==> src/hrv_pkg.sv <==
package hrv_pkg;

  localparam int unsigned WINDOW_DEF = 64;

  localparam int unsigned CFG_IDX_W  = 2;
  localparam int unsigned CFG_DATA_W = 16;

  localparam logic [CFG_IDX_W-1:0] REG_NN_THR    = 2'd0;
  localparam logic [CFG_IDX_W-1:0] REG_COH_SCALE = 2'd1;

  localparam logic [CFG_DATA_W-1:0] NN_THR_RST    = 16'd50;
  localparam logic [CFG_DATA_W-1:0] COH_SCALE_RST = 16'd100;

  localparam int unsigned RR_W = 16;
  localparam logic [RR_W-1:0] RR_MAX = 16'hFFFF;

  // square root unit: 40-bit radicand, 20-bit root
  localparam int unsigned SQ_OUT_W = 20;
  localparam int unsigned SQ_IN_W  = 2 * SQ_OUT_W;

  localparam int unsigned PNN_W     = 14;
  localparam int unsigned PNN_SCALE = 10000;

  localparam int unsigned Q_W = 11;
  localparam logic [Q_W-1:0] Q_ONE  = 11'd1024;
  localparam logic [Q_W-1:0] Q_HALF = 11'd512;
  localparam logic [13:0]    Q_HIGH_LIM = 14'd4096;

  localparam logic [1:0] CLS_LOW  = 2'd0;
  localparam logic [1:0] CLS_MED  = 2'd1;
  localparam logic [1:0] CLS_HIGH = 2'd2;

endpackage

==> src/hrv_ram.sv <==
module hrv_ram #(
  parameter int unsigned DW    = 16,
  parameter int unsigned DEPTH = 64
) (
  input  logic                     clk_i,
  input  logic                     we_i,
  input  logic [$clog2(DEPTH)-1:0] waddr_i,
  input  logic [DW-1:0]            wdata_i,
  input  logic [$clog2(DEPTH)-1:0] raddr_i,
  output logic [DW-1:0]            rdata_o
);

  logic [DW-1:0] mem [DEPTH];
  logic [DW-1:0] rdata_q;

  always_ff @(posedge clk_i) begin
    if (we_i) begin
      mem[waddr_i] <= wdata_i;
    end
    rdata_q <= mem[raddr_i];
  end

  assign rdata_o = rdata_q;

endmodule

==> src/hrv_mul.sv <==
// shift-add multiplier, one multiplier bit per cycle, stops when the rest is zero
module hrv_mul #(
  parameter int unsigned W = 40
) (
  input  logic           clk_i,
  input  logic           rst_ni,
  input  logic           start_i,
  input  logic [W-1:0]   a_i,
  input  logic [W-1:0]   b_i,
  output logic [2*W-1:0] prod_o,
  output logic           done_o
);

  logic [2*W-1:0] a_q, a_d, acc_q, acc_d;
  logic [W-1:0]   b_q, b_d;
  logic           busy_q, busy_d, done_q, done_d;

  always_comb begin
    a_d    = a_q;
    b_d    = b_q;
    acc_d  = acc_q;
    busy_d = busy_q;
    done_d = 1'b0;
    if (start_i) begin
      a_d    = {{W{1'b0}}, a_i};
      b_d    = b_i;
      acc_d  = '0;
      busy_d = 1'b1;
    end else if (busy_q) begin
      if (b_q == '0) begin
        busy_d = 1'b0;
        done_d = 1'b1;
      end else begin
        if (b_q[0]) begin
          acc_d = acc_q + a_q;
        end
        a_d = {a_q[2*W-2:0], 1'b0};
        b_d = {1'b0, b_q[W-1:1]};
      end
    end
  end

  always_ff @(posedge clk_i or negedge rst_ni) begin
    if (!rst_ni) begin
      busy_q <= 1'b0;
      done_q <= 1'b0;
    end else begin
      busy_q <= busy_d;
      done_q <= done_d;
    end
  end

  always_ff @(posedge clk_i) begin
    a_q   <= a_d;
    b_q   <= b_d;
    acc_q <= acc_d;
  end

  assign prod_o = acc_q;
  assign done_o = done_q;

endmodule

==> src/hrv_div.sv <==
// restoring divider, one quotient bit per cycle
module hrv_div #(
  parameter int unsigned DVW = 54,
  parameter int unsigned DSW = 16
) (
  input  logic           clk_i,
  input  logic           rst_ni,
  input  logic           start_i,
  input  logic [DVW-1:0] dividend_i,
  input  logic [DSW-1:0] divisor_i,
  output logic [DVW-1:0] quot_o,
  output logic           done_o
);

  localparam int unsigned CW = $clog2(DVW + 1);

  logic [DVW-1:0] q_q, q_d;
  logic [DSW:0]   rem_q, rem_d, rem_sh;
  logic [DSW-1:0] dv_q, dv_d;
  logic [CW-1:0]  cnt_q, cnt_d;
  logic           busy_q, busy_d, done_q, done_d;

  always_comb begin
    q_d    = q_q;
    rem_d  = rem_q;
    dv_d   = dv_q;
    cnt_d  = cnt_q;
    busy_d = busy_q;
    done_d = 1'b0;
    rem_sh = {rem_q[DSW-1:0], q_q[DVW-1]};
    if (start_i) begin
      q_d    = dividend_i;
      rem_d  = '0;
      dv_d   = divisor_i;
      cnt_d  = CW'(DVW);
      busy_d = 1'b1;
    end else if (busy_q) begin
      if (cnt_q == '0) begin
        busy_d = 1'b0;
        done_d = 1'b1;
      end else begin
        cnt_d = cnt_q - 1'b1;
        if (rem_sh >= {1'b0, dv_q}) begin
          rem_d = rem_sh - {1'b0, dv_q};
          q_d   = {q_q[DVW-2:0], 1'b1};
        end else begin
          rem_d = rem_sh;
          q_d   = {q_q[DVW-2:0], 1'b0};
        end
      end
    end
  end

  always_ff @(posedge clk_i or negedge rst_ni) begin
    if (!rst_ni) begin
      busy_q <= 1'b0;
      done_q <= 1'b0;
      cnt_q  <= '0;
    end else begin
      busy_q <= busy_d;
      done_q <= done_d;
      cnt_q  <= cnt_d;
    end
  end

  always_ff @(posedge clk_i) begin
    q_q   <= q_d;
    rem_q <= rem_d;
    dv_q  <= dv_d;
  end

  assign quot_o = q_q;
  assign done_o = done_q;

endmodule

==> src/hrv_sqrt.sv <==
// digit-by-digit integer square root, one root bit per cycle, truncating
module hrv_sqrt (
  input  logic                         clk_i,
  input  logic                         rst_ni,
  input  logic                         start_i,
  input  logic [hrv_pkg::SQ_IN_W-1:0]  x_i,
  output logic [hrv_pkg::SQ_OUT_W-1:0] root_o,
  output logic                         done_o
);

  localparam int unsigned OW = hrv_pkg::SQ_OUT_W;
  localparam int unsigned IW = hrv_pkg::SQ_IN_W;
  localparam int unsigned RW = OW + 3;
  localparam int unsigned CW = $clog2(OW + 1);

  logic [IW-1:0] x_q, x_d;
  logic [RW-1:0] rem_q, rem_d, rem_sh, trial;
  logic [OW-1:0] root_q, root_d;
  logic [CW-1:0] cnt_q, cnt_d;
  logic          busy_q, busy_d, done_q, done_d;

  always_comb begin
    x_d    = x_q;
    rem_d  = rem_q;
    root_d = root_q;
    cnt_d  = cnt_q;
    busy_d = busy_q;
    done_d = 1'b0;
    rem_sh = {rem_q[RW-3:0], x_q[IW-1:IW-2]};
    trial  = {1'b0, root_q, 2'b01};
    if (start_i) begin
      x_d    = x_i;
      rem_d  = '0;
      root_d = '0;
      cnt_d  = CW'(OW);
      busy_d = 1'b1;
    end else if (busy_q) begin
      if (cnt_q == '0) begin
        busy_d = 1'b0;
        done_d = 1'b1;
      end else begin
        cnt_d = cnt_q - 1'b1;
        x_d   = {x_q[IW-3:0], 2'b00};
        if (rem_sh >= trial) begin
          rem_d  = rem_sh - trial;
          root_d = {root_q[OW-2:0], 1'b1};
        end else begin
          rem_d  = rem_sh;
          root_d = {root_q[OW-2:0], 1'b0};
        end
      end
    end
  end

  always_ff @(posedge clk_i or negedge rst_ni) begin
    if (!rst_ni) begin
      busy_q <= 1'b0;
      done_q <= 1'b0;
      cnt_q  <= '0;
    end else begin
      busy_q <= busy_d;
      done_q <= done_d;
      cnt_q  <= cnt_d;
    end
  end

  always_ff @(posedge clk_i) begin
    x_q    <= x_d;
    rem_q  <= rem_d;
    root_q <= root_d;
  end

  assign root_o = root_q;
  assign done_o = done_q;

endmodule

==> src/hrv_window_metrics.sv <==
// Heart rate variability over the newest WINDOW RR intervals. Each request is one beat
// timestamp (ms) and yields one result: SDNN and RMSSD in 1/16 ms, pNN in 0.01 %,
// coherence and stress in Q10 and a coherence class. One request is worked at a time;
// its duration is set by the walk over the interval RAM (one entry per cycle), the
// bit-serial multiplier, the bit-serial divider (one quotient bit per cycle) and the
// bit-serial square root. A new request is taken while the previous result still waits
// at the output. Configuration writes are always taken.
module hrv_window_metrics #(
  parameter int unsigned WINDOW = hrv_pkg::WINDOW_DEF
) (
  input  logic                           clk_i,
  input  logic                           rst_ni,
  input  logic                           cfg_valid_i,
  output logic                           cfg_ready_o,
  input  logic [hrv_pkg::CFG_IDX_W-1:0]  cfg_index_i,
  input  logic [hrv_pkg::CFG_DATA_W-1:0] cfg_data_i,
  input  logic                           in_valid_i,
  output logic                           in_stall_o,
  input  logic [31:0]                    beat_time_ms_i,
  output logic                           out_valid_o,
  input  logic                           out_stall_i,
  output logic                           metrics_valid_o,
  output logic [6:0]                     interval_count_o,
  output logic [19:0]                    sdnn_sixteenths_o,
  output logic [19:0]                    rmssd_sixteenths_o,
  output logic [13:0]                    pnn_hundredths_o,
  output logic [10:0]                    coherence_q10_o,
  output logic [10:0]                    stress_q10_o,
  output logic [1:0]                     coherence_class_o
);

  localparam int unsigned AW   = $clog2(WINDOW);
  localparam int unsigned NW   = $clog2(WINDOW + 1);
  localparam int unsigned SW   = 16 + NW;
  localparam int unsigned SQW  = 32 + NW;
  localparam int unsigned NUMW = 32 + 2 * NW;
  localparam int unsigned MW   = SQW;
  localparam int unsigned DVW  = NUMW + 8;
  localparam int unsigned DSW  = (2 * NW > 16) ? 2 * NW : 16;
  localparam int unsigned OW   = hrv_pkg::SQ_OUT_W;
  localparam int unsigned RRW  = hrv_pkg::RR_W;
  localparam int unsigned QW   = hrv_pkg::Q_W;

  typedef enum logic [23:0] {
    S_IDLE      = 24'h000001,
    S_OLD_RD    = 24'h000002,
    S_OLD       = 24'h000004,
    S_NXT       = 24'h000008,
    S_M_OLD     = 24'h000010,
    S_M_DOLD    = 24'h000020,
    S_PREV_RD   = 24'h000040,
    S_PREV      = 24'h000080,
    S_M_DNEW    = 24'h000100,
    S_ADD       = 24'h000200,
    S_M_RR      = 24'h000400,
    S_WALK_INIT = 24'h000800,
    S_WALK      = 24'h001000,
    S_M_A       = 24'h002000,
    S_M_B       = 24'h004000,
    S_M_DEN     = 24'h008000,
    S_D_SD      = 24'h010000,
    S_Q_SD      = 24'h020000,
    S_D_RM      = 24'h040000,
    S_Q_RM      = 24'h080000,
    S_M_PNN     = 24'h100000,
    S_D_PNN     = 24'h200000,
    S_D_COH     = 24'h400000,
    S_FIN       = 24'h800000
  } state_e;

  function automatic logic [AW-1:0] next_slot(input logic [AW-1:0] i);
    return (i == AW'(WINDOW - 1)) ? '0 : i + 1'b1;
  endfunction

  function automatic logic [AW-1:0] prev_slot(input logic [AW-1:0] i);
    return (i == '0) ? AW'(WINDOW - 1) : i - 1'b1;
  endfunction

  function automatic logic [RRW-1:0] abs_diff(input logic [RRW-1:0] a,
                                              input logic [RRW-1:0] b);
    return (a > b) ? a - b : b - a;
  endfunction

  state_e state_q, state_d;
  logic   go_q, go_d;

  logic [hrv_pkg::CFG_DATA_W-1:0] thr_q, thr_d, scale_q, scale_d;

  logic [31:0]     last_q, last_d;
  logic            have_q, have_d;
  logic [AW-1:0]   w_q, w_d;
  logic [NW-1:0]   n_q, n_d;
  logic [SW-1:0]   sum_q, sum_d;
  logic [SQW-1:0]  sq_q, sq_d, dsq_q, dsq_d;
  logic [NW-1:0]   over_q, over_d;

  logic [RRW-1:0]  rr_q, rr_d, old_q, old_d, dif_q, dif_d, prev_q, prev_d;
  logic [AW-1:0]   pos_q, pos_d;
  logic [NW-1:0]   wrem_q, wrem_d;
  logic            rv_q, rv_d, hp_q, hp_d;
  logic [NUMW-1:0] a_q, a_d, b_q, b_d, num;
  logic [2*NW-1:0] den_q, den_d;
  logic [OW-1:0]   sdnn_q, sdnn_d, rmssd_q, rmssd_d;
  logic [13:0]     pnn_q, pnn_d;
  logic [QW-1:0]   coh_q, coh_d;

  logic            out_valid_q, out_valid_d, load;
  logic            o_mv_q;
  logic [6:0]      o_cnt_q;
  logic [OW-1:0]   o_sdnn_q, o_rmssd_q;
  logic [13:0]     o_pnn_q;
  logic [QW-1:0]   o_coh_q, o_stress_q;
  logic [1:0]      o_cls_q;
  logic            fin_mv;
  logic [1:0]      fin_cls;

  logic [31:0]     beat_gap;
  logic [RRW-1:0]  rr_new;
  logic [NW:0]     start_sum;
  logic [AW-1:0]   start_pos;

  logic            ram_we;
  logic [AW-1:0]   ram_raddr;
  logic [RRW-1:0]  ram_rdata;

  logic            mul_start, mul_done;
  logic [MW-1:0]   mul_a, mul_b;
  logic [2*MW-1:0] mul_prod;

  logic            div_start, div_done;
  logic [DVW-1:0]  div_dvd, div_quot;
  logic [DSW-1:0]  div_dsr;

  logic            sqrt_start, sqrt_done;
  logic [OW-1:0]   sqrt_root;

  hrv_ram #(.DW(RRW), .DEPTH(WINDOW)) u_ring (
    .clk_i   (clk_i),
    .we_i    (ram_we),
    .waddr_i (w_q),
    .wdata_i (rr_q),
    .raddr_i (ram_raddr),
    .rdata_o (ram_rdata)
  );

  hrv_mul #(.W(MW)) u_mul (
    .clk_i   (clk_i),
    .rst_ni  (rst_ni),
    .start_i (mul_start),
    .a_i     (mul_a),
    .b_i     (mul_b),
    .prod_o  (mul_prod),
    .done_o  (mul_done)
  );

  hrv_div #(.DVW(DVW), .DSW(DSW)) u_div (
    .clk_i      (clk_i),
    .rst_ni     (rst_ni),
    .start_i    (div_start),
    .dividend_i (div_dvd),
    .divisor_i  (div_dsr),
    .quot_o     (div_quot),
    .done_o     (div_done)
  );

  hrv_sqrt u_sqrt (
    .clk_i   (clk_i),
    .rst_ni  (rst_ni),
    .start_i (sqrt_start),
    .x_i     (hrv_pkg::SQ_IN_W'(div_quot)),
    .root_o  (sqrt_root),
    .done_o  (sqrt_done)
  );

  assign beat_gap  = beat_time_ms_i - last_q;
  assign rr_new    = (beat_gap[31:16] != '0) ? hrv_pkg::RR_MAX : beat_gap[15:0];
  assign num       = (a_q > b_q) ? a_q - b_q : '0;
  // oldest stored interval: (w + WINDOW - n) mod WINDOW
  assign start_sum = (NW+1)'(w_q) + (NW+1)'(WINDOW) - (NW+1)'(n_q);
  assign start_pos = (start_sum >= (NW+1)'(WINDOW)) ? AW'(start_sum - (NW+1)'(WINDOW))
                                                    : AW'(start_sum);

  assign cfg_ready_o = 1'b1;
  assign in_stall_o  = (state_q != S_IDLE);

  always_comb begin
    thr_d   = thr_q;
    scale_d = scale_q;
    if (cfg_valid_i) begin
      unique case (cfg_index_i)
        hrv_pkg::REG_NN_THR:    thr_d   = cfg_data_i;
        hrv_pkg::REG_COH_SCALE: scale_d = cfg_data_i;
        default: ;
      endcase
    end
  end

  always_comb begin
    fin_mv = (n_q >= NW'(2));
    if (coh_q < hrv_pkg::Q_HALF) begin
      fin_cls = hrv_pkg::CLS_LOW;
    end else if ((14'(coh_q) * 14'd5) < hrv_pkg::Q_HIGH_LIM) begin
      fin_cls = hrv_pkg::CLS_MED;
    end else begin
      fin_cls = hrv_pkg::CLS_HIGH;
    end
  end

  always_comb begin
    state_d    = state_q;
    go_d       = go_q;
    last_d     = last_q;
    have_d     = have_q;
    w_d        = w_q;
    n_d        = n_q;
    sum_d      = sum_q;
    sq_d       = sq_q;
    dsq_d      = dsq_q;
    over_d     = over_q;
    rr_d       = rr_q;
    old_d      = old_q;
    dif_d      = dif_q;
    prev_d     = prev_q;
    pos_d      = pos_q;
    wrem_d     = wrem_q;
    rv_d       = 1'b0;
    hp_d       = hp_q;
    a_d        = a_q;
    b_d        = b_q;
    den_d      = den_q;
    sdnn_d     = sdnn_q;
    rmssd_d    = rmssd_q;
    pnn_d      = pnn_q;
    coh_d      = coh_q;
    load       = 1'b0;
    ram_we     = 1'b0;
    ram_raddr  = w_q;
    mul_start  = 1'b0;
    mul_a      = '0;
    mul_b      = '0;
    div_start  = 1'b0;
    div_dvd    = '0;
    div_dsr    = '0;
    sqrt_start = 1'b0;

    unique case (state_q)
      S_IDLE: begin
        if (in_valid_i) begin
          last_d = beat_time_ms_i;
          have_d = 1'b1;
          go_d   = 1'b1;
          if (have_q) begin
            rr_d = rr_new;
            if (n_q == NW'(WINDOW)) begin
              state_d = S_OLD_RD;
            end else if (n_q != '0) begin
              state_d = S_PREV_RD;
            end else begin
              state_d = S_ADD;
            end
          end else begin
            state_d = S_WALK_INIT;
          end
        end
      end
      S_OLD_RD: begin
        ram_raddr = w_q;
        state_d   = S_OLD;
      end
      S_OLD: begin
        old_d     = ram_rdata;
        ram_raddr = next_slot(w_q);
        state_d   = S_NXT;
      end
      S_NXT: begin
        dif_d   = abs_diff(old_q, ram_rdata);
        go_d    = 1'b1;
        state_d = S_M_OLD;
      end
      S_M_OLD: begin
        mul_a = MW'(old_q);
        mul_b = MW'(old_q);
        if (go_q) begin
          mul_start = 1'b1;
          go_d      = 1'b0;
        end else if (mul_done) begin
          sq_d    = sq_q - SQW'(mul_prod);
          go_d    = 1'b1;
          state_d = S_M_DOLD;
        end
      end
      S_M_DOLD: begin
        mul_a = MW'(dif_q);
        mul_b = MW'(dif_q);
        if (go_q) begin
          mul_start = 1'b1;
          go_d      = 1'b0;
        end else if (mul_done) begin
          dsq_d   = dsq_q - SQW'(mul_prod);
          sum_d   = sum_q - SW'(old_q);
          n_d     = NW'(WINDOW - 1);
          state_d = S_PREV_RD;
        end
      end
      S_PREV_RD: begin
        ram_raddr = prev_slot(w_q);
        state_d   = S_PREV;
      end
      S_PREV: begin
        dif_d   = abs_diff(rr_q, ram_rdata);
        go_d    = 1'b1;
        state_d = S_M_DNEW;
      end
      S_M_DNEW: begin
        mul_a = MW'(dif_q);
        mul_b = MW'(dif_q);
        if (go_q) begin
          mul_start = 1'b1;
          go_d      = 1'b0;
        end else if (mul_done) begin
          dsq_d   = dsq_q + SQW'(mul_prod);
          state_d = S_ADD;
        end
      end
      S_ADD: begin
        ram_we  = 1'b1;
        sum_d   = sum_q + SW'(rr_q);
        go_d    = 1'b1;
        state_d = S_M_RR;
      end
      S_M_RR: begin
        mul_a = MW'(rr_q);
        mul_b = MW'(rr_q);
        if (go_q) begin
          mul_start = 1'b1;
          go_d      = 1'b0;
        end else if (mul_done) begin
          sq_d    = sq_q + SQW'(mul_prod);
          n_d     = n_q + 1'b1;
          w_d     = next_slot(w_q);
          state_d = S_WALK_INIT;
        end
      end
      S_WALK_INIT: begin
        over_d  = '0;
        hp_d    = 1'b0;
        pos_d   = start_pos;
        wrem_d  = n_q;
        state_d = (n_q < NW'(2)) ? S_FIN : S_WALK;
      end
      S_WALK: begin
        // reads issue one per cycle; each arriving entry is compared to the one before
        if (wrem_q != '0) begin
          ram_raddr = pos_q;
          pos_d     = next_slot(pos_q);
          wrem_d    = wrem_q - 1'b1;
          rv_d      = 1'b1;
        end
        if (rv_q) begin
          if (hp_q && (abs_diff(ram_rdata, prev_q) > thr_q)) begin
            over_d = over_q + 1'b1;
          end
          prev_d = ram_rdata;
          hp_d   = 1'b1;
        end
        if ((wrem_q == '0) && !rv_q) begin
          go_d    = 1'b1;
          state_d = S_M_A;
        end
      end
      S_M_A: begin
        mul_a = MW'(n_q);
        mul_b = sq_q;
        if (go_q) begin
          mul_start = 1'b1;
          go_d      = 1'b0;
        end else if (mul_done) begin
          a_d     = NUMW'(mul_prod);
          go_d    = 1'b1;
          state_d = S_M_B;
        end
      end
      S_M_B: begin
        mul_a = MW'(sum_q);
        mul_b = MW'(sum_q);
        if (go_q) begin
          mul_start = 1'b1;
          go_d      = 1'b0;
        end else if (mul_done) begin
          b_d     = NUMW'(mul_prod);
          go_d    = 1'b1;
          state_d = S_M_DEN;
        end
      end
      S_M_DEN: begin
        mul_a = MW'(n_q);
        mul_b = MW'(n_q);
        if (go_q) begin
          mul_start = 1'b1;
          go_d      = 1'b0;
        end else if (mul_done) begin
          den_d   = (2*NW)'(mul_prod);
          go_d    = 1'b1;
          state_d = S_D_SD;
        end
      end
      S_D_SD: begin
        div_dvd = {num, 8'h00};
        div_dsr = DSW'(den_q);
        if (go_q) begin
          div_start = 1'b1;
          go_d      = 1'b0;
        end else if (div_done) begin
          go_d    = 1'b1;
          state_d = S_Q_SD;
        end
      end
      S_Q_SD: begin
        if (go_q) begin
          sqrt_start = 1'b1;
          go_d       = 1'b0;
        end else if (sqrt_done) begin
          sdnn_d  = sqrt_root;
          go_d    = 1'b1;
          state_d = S_D_RM;
        end
      end
      S_D_RM: begin
        div_dvd = DVW'({dsq_q, 8'h00});
        div_dsr = DSW'(n_q - 1'b1);
        if (go_q) begin
          div_start = 1'b1;
          go_d      = 1'b0;
        end else if (div_done) begin
          go_d    = 1'b1;
          state_d = S_Q_RM;
        end
      end
      S_Q_RM: begin
        if (go_q) begin
          sqrt_start = 1'b1;
          go_d       = 1'b0;
        end else if (sqrt_done) begin
          rmssd_d = sqrt_root;
          go_d    = 1'b1;
          state_d = S_M_PNN;
        end
      end
      S_M_PNN: begin
        mul_a = MW'(over_q);
        mul_b = MW'(hrv_pkg::PNN_SCALE);
        if (go_q) begin
          mul_start = 1'b1;
          go_d      = 1'b0;
        end else if (mul_done) begin
          go_d    = 1'b1;
          state_d = S_D_PNN;
        end
      end
      S_D_PNN: begin
        div_dvd = DVW'(mul_prod);
        div_dsr = DSW'(n_q - 1'b1);
        if (go_q) begin
          div_start = 1'b1;
          go_d      = 1'b0;
        end else if (div_done) begin
          pnn_d   = 14'(div_quot);
          go_d    = 1'b1;
          state_d = S_D_COH;
        end
      end
      S_D_COH: begin
        div_dvd = DVW'({sdnn_q, 6'b000000});
        div_dsr = DSW'(scale_q);
        if (go_q) begin
          go_d = 1'b0;
          if (scale_q == '0) begin
            coh_d   = hrv_pkg::Q_ONE;
            state_d = S_FIN;
          end else begin
            div_start = 1'b1;
          end
        end else if (div_done) begin
          coh_d   = (div_quot > DVW'(hrv_pkg::Q_ONE)) ? hrv_pkg::Q_ONE : QW'(div_quot);
          state_d = S_FIN;
        end
      end
      S_FIN: begin
        if (!out_valid_q || !out_stall_i) begin
          load    = 1'b1;
          go_d    = 1'b0;
          state_d = S_IDLE;
        end
      end
      default: begin
        state_d = S_IDLE;
      end
    endcase
  end

  assign out_valid_d = load | (out_valid_q & out_stall_i);

  always_ff @(posedge clk_i or negedge rst_ni) begin
    if (!rst_ni) begin
      state_q     <= S_IDLE;
      go_q        <= 1'b0;
      thr_q       <= hrv_pkg::NN_THR_RST;
      scale_q     <= hrv_pkg::COH_SCALE_RST;
      last_q      <= '0;
      have_q      <= 1'b0;
      w_q         <= '0;
      n_q         <= '0;
      sum_q       <= '0;
      sq_q        <= '0;
      dsq_q       <= '0;
      over_q      <= '0;
      rv_q        <= 1'b0;
      out_valid_q <= 1'b0;
    end else begin
      state_q     <= state_d;
      go_q        <= go_d;
      thr_q       <= thr_d;
      scale_q     <= scale_d;
      last_q      <= last_d;
      have_q      <= have_d;
      w_q         <= w_d;
      n_q         <= n_d;
      sum_q       <= sum_d;
      sq_q        <= sq_d;
      dsq_q       <= dsq_d;
      over_q      <= over_d;
      rv_q        <= rv_d;
      out_valid_q <= out_valid_d;
    end
  end

  always_ff @(posedge clk_i) begin
    rr_q    <= rr_d;
    old_q   <= old_d;
    dif_q   <= dif_d;
    prev_q  <= prev_d;
    pos_q   <= pos_d;
    wrem_q  <= wrem_d;
    hp_q    <= hp_d;
    a_q     <= a_d;
    b_q     <= b_d;
    den_q   <= den_d;
    sdnn_q  <= sdnn_d;
    rmssd_q <= rmssd_d;
    pnn_q   <= pnn_d;
    coh_q   <= coh_d;
    if (load) begin
      o_mv_q     <= fin_mv;
      o_cnt_q    <= 7'(n_q);
      o_sdnn_q   <= fin_mv ? sdnn_q : '0;
      o_rmssd_q  <= fin_mv ? rmssd_q : '0;
      o_pnn_q    <= fin_mv ? pnn_q : '0;
      o_coh_q    <= fin_mv ? coh_q : '0;
      o_stress_q <= fin_mv ? (hrv_pkg::Q_ONE - coh_q) : '0;
      o_cls_q    <= fin_mv ? fin_cls : hrv_pkg::CLS_LOW;
    end
  end

  assign out_valid_o        = out_valid_q;
  assign metrics_valid_o    = o_mv_q;
  assign interval_count_o   = o_cnt_q;
  assign sdnn_sixteenths_o  = o_sdnn_q;
  assign rmssd_sixteenths_o = o_rmssd_q;
  assign pnn_hundredths_o   = o_pnn_q;
  assign coherence_q10_o    = o_coh_q;
  assign stress_q10_o       = o_stress_q;
  assign coherence_class_o  = o_cls_q;

endmodule

==> config.mk <==
export PLATFORM = sky130hd
export DESIGN_NAME = hrv_window_metrics
export DESIGN_NICKNAME = d
export VERILOG_FILES = /design/src/hrv_pkg.sv /design/src/hrv_ram.sv /design/src/hrv_mul.sv /design/src/hrv_div.sv /design/src/hrv_sqrt.sv /design/src/hrv_window_metrics.sv
export SDC_FILE = /design/constraint.sdc
export NUM_CORES = 2
export LEC_CHECK = 0
export BUFFER_PORTS_ARGS = -buffer_cell sky130_fd_sc_hd__clkbuf_2
export CORE_MARGIN = 1.5
export CORE_UTILIZATION = 35
export DETAILED_ROUTE_END_ITERATION = 8
export SYNTH_ARGS = -nofsm -noshare
export SYNTH_HDL_FRONTEND = slang
export SYNTH_HIERARCHICAL = 1
export SYNTH_SLANG_ARGS = --single-unit
==> constraint.sdc <==
create_clock -name clk_i -period 13.9 [get_ports clk_i]
set_clock_uncertainty 0.15 [all_clocks]
set_input_delay 0.695 -clock clk_i [delete_from_list [all_inputs] [get_ports clk_i]]
set_output_delay 0.695 -clock clk_i [all_outputs]
set_load 0.02 [all_outputs]
* After elaboration in Yosys (flattened, before gate mapping)
Memories as Yosys holds them, arrays and structs flattened. A register that Yosys moved wholly into a read port is not among the register bits.
Index checks and enable logic that the tools add are counted.
** Word-level totals
- Bits of input ports :: 55
- Bits in read-only memories :: 0
- RAM bits :: 1024
- Bits in latches :: 0
- Output and inout port bits :: 89
- Logic and storage cells :: 386
- Memories kept :: 1
- Register bits after elaboration :: 927
** Memory list
- u_ring.mem :: words 64, bits a word 16, read ports 1, clocked after memory_dff 1, write ports 1, line hrv_ram.sv:13 : logic [DW-1:0] mem [DEPTH];
** Operators by class
- $lt $le $gt $ge :: 13
- Bitwise logic cells :: 7
- Equality and inequality tests :: 67
- $add $sub $neg :: 30
- Multipliers :: 1
- Shift operators :: 0
- Reductions and logical operators :: 66
- Div/mod/pow operators :: 0
- Multiplexer cells :: 147
** Operators with widths (count)
- $mux 24 :: 34
- $pmux 24 s24 :: 1
- $mux 39 :: 14
- $pmux 39 s7 :: 1
- $pmux 54 s4 :: 1
- $mux 54 :: 3
- $pmux 39 s2 :: 2
- $pmux 23 s6 :: 1
- $mux 40 :: 3
- $sub 16x16->16 :: 7
- $add 39x39->39 :: 2
- $add 78x78->78 :: 1
- $sub 39x39->39 :: 2
- $gt 16x16->1 :: 4
- $mux 16 :: 4
- $gt 54x11->1 const B :: 1
- $mux 6 :: 9
- $mux 7 :: 7
- $pmux 16 s3 :: 1
- $gt 46x46->1 :: 1
- $mux 23 :: 2
- $mux 46 :: 1
- $pmux 23 s2 :: 1
- $sub 46x46->46 :: 1
- 91 further kinds :: 227

* Logic depth before layout (Yosys ltp)
- Depth after elaboration :: 7
- Gate-level depth with buffers :: 26
- Depth with buffers taken out :: 25

* By module
Netlist, hierarchy kept.
** By module, submodules not included
- hrv_ram :: cells each 1815, sequential area each 31069.8 um^2, times used 1, area each 39977.1 um^2
- hrv_window_metrics :: cells each 4094, sequential area each 15368.5 um^2, times used 1, area each 38594.5 um^2
- hrv_mul :: cells each 1442, sequential area each 4734.5 um^2, times used 1, area each 12301.8 um^2
- hrv_div :: cells each 351, sequential area each 2622.5 um^2, times used 1, area each 4599.4 um^2
- hrv_sqrt :: cells each 411, sequential area each 2197.1 um^2, times used 1, area each 4533.1 um^2

* Least setup slack after synthesis
No wires, ideal clock.
- Kind :: register to register
- Start point :: register state_q[4]
- End point :: register o_cls_q[0], in the netlist coherence_class_o[0], enable pin
- Required time :: 13.193 ns
- Buffers on the path :: 0
- Data arrival time :: 5.751 ns
- Path slack :: 7.443 ns
- Stages on the path, launching flop included :: 6
- Path through :: dfrtp_1 -> nor4_1 -> nand3_1 -> nor2_1 -> nand4b_1 -> a21oi_1
** Between the ends
- Longest elaborated chain between the ends :: 2
** Ends and longest elaborated chain
- from (decl) :: line hrv_window_metrics.sv:84 : state_e state_q, state_d;
- from (signal assigned) :: line hrv_window_metrics.sv:520 : state_q <= state_d;
- $eq 24x24->1 :: line hrv_window_metrics.sv:246 : unique case (state_q)
- $mux 1 :: line hrv_window_metrics.sv:246
- via load :: line hrv_window_metrics.sv:107 : logic out_valid_q, out_valid_d, load;
- to (signal assigned) :: line hrv_window_metrics.sv:560 : o_cls_q <= fin_mv ? fin_cls : hrv_pkg::CLS_LOW;
- to (decl) :: line hrv_window_metrics.sv:113 : logic [1:0] o_cls_q;
The timed path passes the listed nets, and every way through them passes these cells.
A chain may end at the register's enable or synchronous reset.

* Worst setup path after layout
- Start point :: register state_q[4]
- End point :: register u_ring.rdata_q[13], in the netlist u_ring/rdata_o[13] (read register of u_ring.mem)
** Between the ends
- Longest elaborated chain between the ends :: 2
** Ends and longest elaborated chain
- $eq 24x13->1, or another cell as far along :: line hrv_window_metrics.sv:246
- $pmux 6 s3 (*) :: line hrv_window_metrics.sv:246
- via ram_raddr[0] :: line hrv_window_metrics.sv:123 : logic [AW-1:0] ram_raddr;
- to (decl) :: line hrv_ram.sv:14 : logic [DW-1:0] rdata_q;
Mark *: on every way through the listed nets, which the timed path passes. The rest lies on a longest branch.

==> flow_summary.json <==
{
  "crit_buf_inv": 4,
  "clockRootBuffer": "clkbuf_16",
  "relSlewSlack_pct": 12.6,
  "cpPeakStageDelay_ns": 0.86,
  "rr_startpoint": "state_q[4]",
  "crit_top_cell": "buf_4",
  "holdCritStartpoint": "cfg_index_i[1]",
  "clkPwrFrac_pct": 33.3,
  "synth_cells": 7647,
  "start_util_pct": 35.3,
  "grt_pass1_vias": 62600,
  "max-vdd-ir-drop_v": 0.000110,
  "coreArea_mm2": 0.274,
  "final_cell_mix": "1546 x edfxtp_1, 643 x nand2_1, 414 x ha_1, 412 x a21oi_1, 380 x nor2_1",
  "seqPwrFrac_pct": 41.6,
  "min_to": "thr_q[5]",
  "cts_sinks": 1918,
  "ff2ff_setup_slack_ns": 6.64,
  "numCtsBuffers": 213,
  "critPathTopFamily": "buffers and inverters",
  "grt_overflow_total": 0,
  "fin_area_mm2": 0.109,
  "netSwitchingPower_mw": 5.43,
  "postCtsSetupBuffers": 0,
  "required_ns": 14.45,
  "hold_buffers": 51,
  "antenna_found_initial": 9,
  "drtPass1Iterations": 8,
  "combPwrFrac_pct": 25.0,
  "avgSynthCellArea_um2": 12.6,
  "fmax_ghz": 0.138,
  "setup_viol": 0,
  "worstMarginPinSlew_ns": 1.30,
  "die_h_um": 528,
  "cts_resized": 0,
  "routed_wl_um": 277000,
  "end_kind": "flip-flop",
  "path_cells": "nor4_1 > nand3_1 > nor2_1 > nand4b_1 > clkinv_1 > a211oi_1 > o21ai_4 > buf_12 > buf_4 > buf_4 > mux4_2 > nor2b_1 > a211o_1 > a31oi_1 > a311oi_1",
  "rsz0062_at_grt": "no",
  "rows": 192,
  "vias": 64000,
  "drc": 0,
  "dp_hpwl_um": 192000,
  "crit_fanout": 96,
  "vias_per_cell": 5.46,
  "track_usage_pct": 19.4,
  "h-tree-depth": 4,
  "power_density_mw_per_mm2": 156,
  "clk_pin_slew_ns": 0.06,
  "syn_area_mm2": 0.0967,
  "fin_tns_setup_ns": 0,
  "wl_per_cell_um": 23.7,
  "min_path_cells": 5,
  "slew_viol_final": 0,
  "worst_path_max_delay_cell": "buf_4",
  "swShare_pct": 31.8,
  "drv_cap": 0,
  "hold_viol_final": 0,
  "grt_pass1_wl_um": 410000,
  "regToRegEndpoint": "u_ring/rdata_o[13]",
  "worstPathArrival_ns": 7.81,
  "clockBufferDepth": 4,
  "status": "complete, no violations",
  "die_w_um": 528,
  "postRouteAntennaNets": 0,
  "p_int_mw": 11.7,
  "r2r_cells": 15,
  "postLayoutSetupSlackWorst_ns": 6.64,
  "drive_gt1_share_pct": 15.0,
  "drt_iter0_drc": 6231,
  "port_buffers": 142,
  "grt_max_degree": 97,
  "placed_area_mm2": 0.102,
  "die-area_mm2": 0.279,
  "min_period_over_period_pct": 52.2,
  "power_leakage_nw": 39.2,
  "syn2layout_area_growth_pct": 13.0,
  "finalNetCount": 8335,
  "cp-start-kind": "flip-flop",
  "cts_tree": "built",
  "hold_class": "in2reg",
  "utilization_pct": 39.8,
  "finalPower_mw": 17.1,
  "place_congestion": 0.943,
  "yosys_warnings": 6,
  "period_needed_ns": 7.26,
  "critPathKind": "reg2reg",
  "clk_latency_ns": 0.91,
  "ios": 144,
  "layout_commonest_cell": "edfxtp_1",
  "dp_slack_ns": 6.51
}
==> worst max path at each step <==
stage                            to  slack (ns)  cells after the start  startpoint
6_report         u_ring/rdata_o[13]        6.64                     15  state_q[4]
5_1_grt          u_ring/rdata_o[13]        6.04                     15  state_q[4]
4_1_cts          u_ring/rdata_o[13]        6.50                     15  state_q[4]
3_5_place_dp     u_ring/rdata_o[13]        6.51                     15  state_q[4]
3_3_place_gp     u_ring/rdata_o[13]        6.64                     15  state_q[8]
2_1_floorplan  coherence_class_o[0]        7.44                      5  state_q[4]
==> power groups by stage <==
stage	logic, mW	clock network, mW	registers, mW
after floorplan	3.14	0	7.01
after global placement	4.16	0	7.21
after detailed placement	4.20	0	7.22
after CTS	4.24	5.81	7.11
after global routing	4.70	6.02	7.14
final	4.28	5.69	7.11
==> metrics by stage <==
stage	hold WS [ns]	std cells
global route	0.222	11700
global placement	0.300	11300
detailed placement	0.303	11300
floorplan	0.249	7662
finish	0.200	11700
CTS	0.141	11700
==> final cells by class <==
cell class                      instances  area [um^2]
Antenna cell                            8         20.0
Clock buffer                          265         5630
Clock inverter                        117         1330
Fill cell                           25600       165000
Inverter                              320         1200
Multi-Input combinational cell       5033        38800
Sequential cell                      1918        55000
Tap cell                             3686         4610
Timing Repair Buffer                  366         2540
==> metal layers <==
metal | up-vias | GRT usage, % | wire [um]
met2 | 2069 | 32.6 | 134000
met5 | - | 0 | 27
met3 | 458 | 2.64 | 16200
met1 | 32100 | 25.3 | 116000
li1 | 29400 | - | -
met4 | 4 | 7.58 | 11200
==> tightest hold or removal path: stages <==
cell and delay (ns):
clkbuf_2 0.10, nor3b_2 0.04, buf_4 0.20, nand2_1 0.09, o21ai_0 0.07
==> sequential cells by signal, indices dropped and copies added (netlist names), 20 cells and up <==
| register | flops |
|---|---|
| a_q | 46 |
| b_q | 46 |
| dsq_q | 39 |
| last_q | 32 |
| rmssd_q | 20 |
| rmssd_sixteenths_o | 20 |
| sdnn_q | 20 |
| sdnn_sixteenths_o | 20 |
| sq_q | 39 |
| state_q | 24 |
| sum_q | 23 |
| u_div/quot_o | 54 |
| u_mul/a_q | 54 |
| u_mul/b_q | 39 |
| u_mul/prod_o | 54 |
| u_ring/mem | 1024 |
| u_sqrt/rem_q | 21 |
| u_sqrt/root_o | 20 |
| u_sqrt/x_q | 40 |
Note: power is estimated with default switching activity, not from simulation.
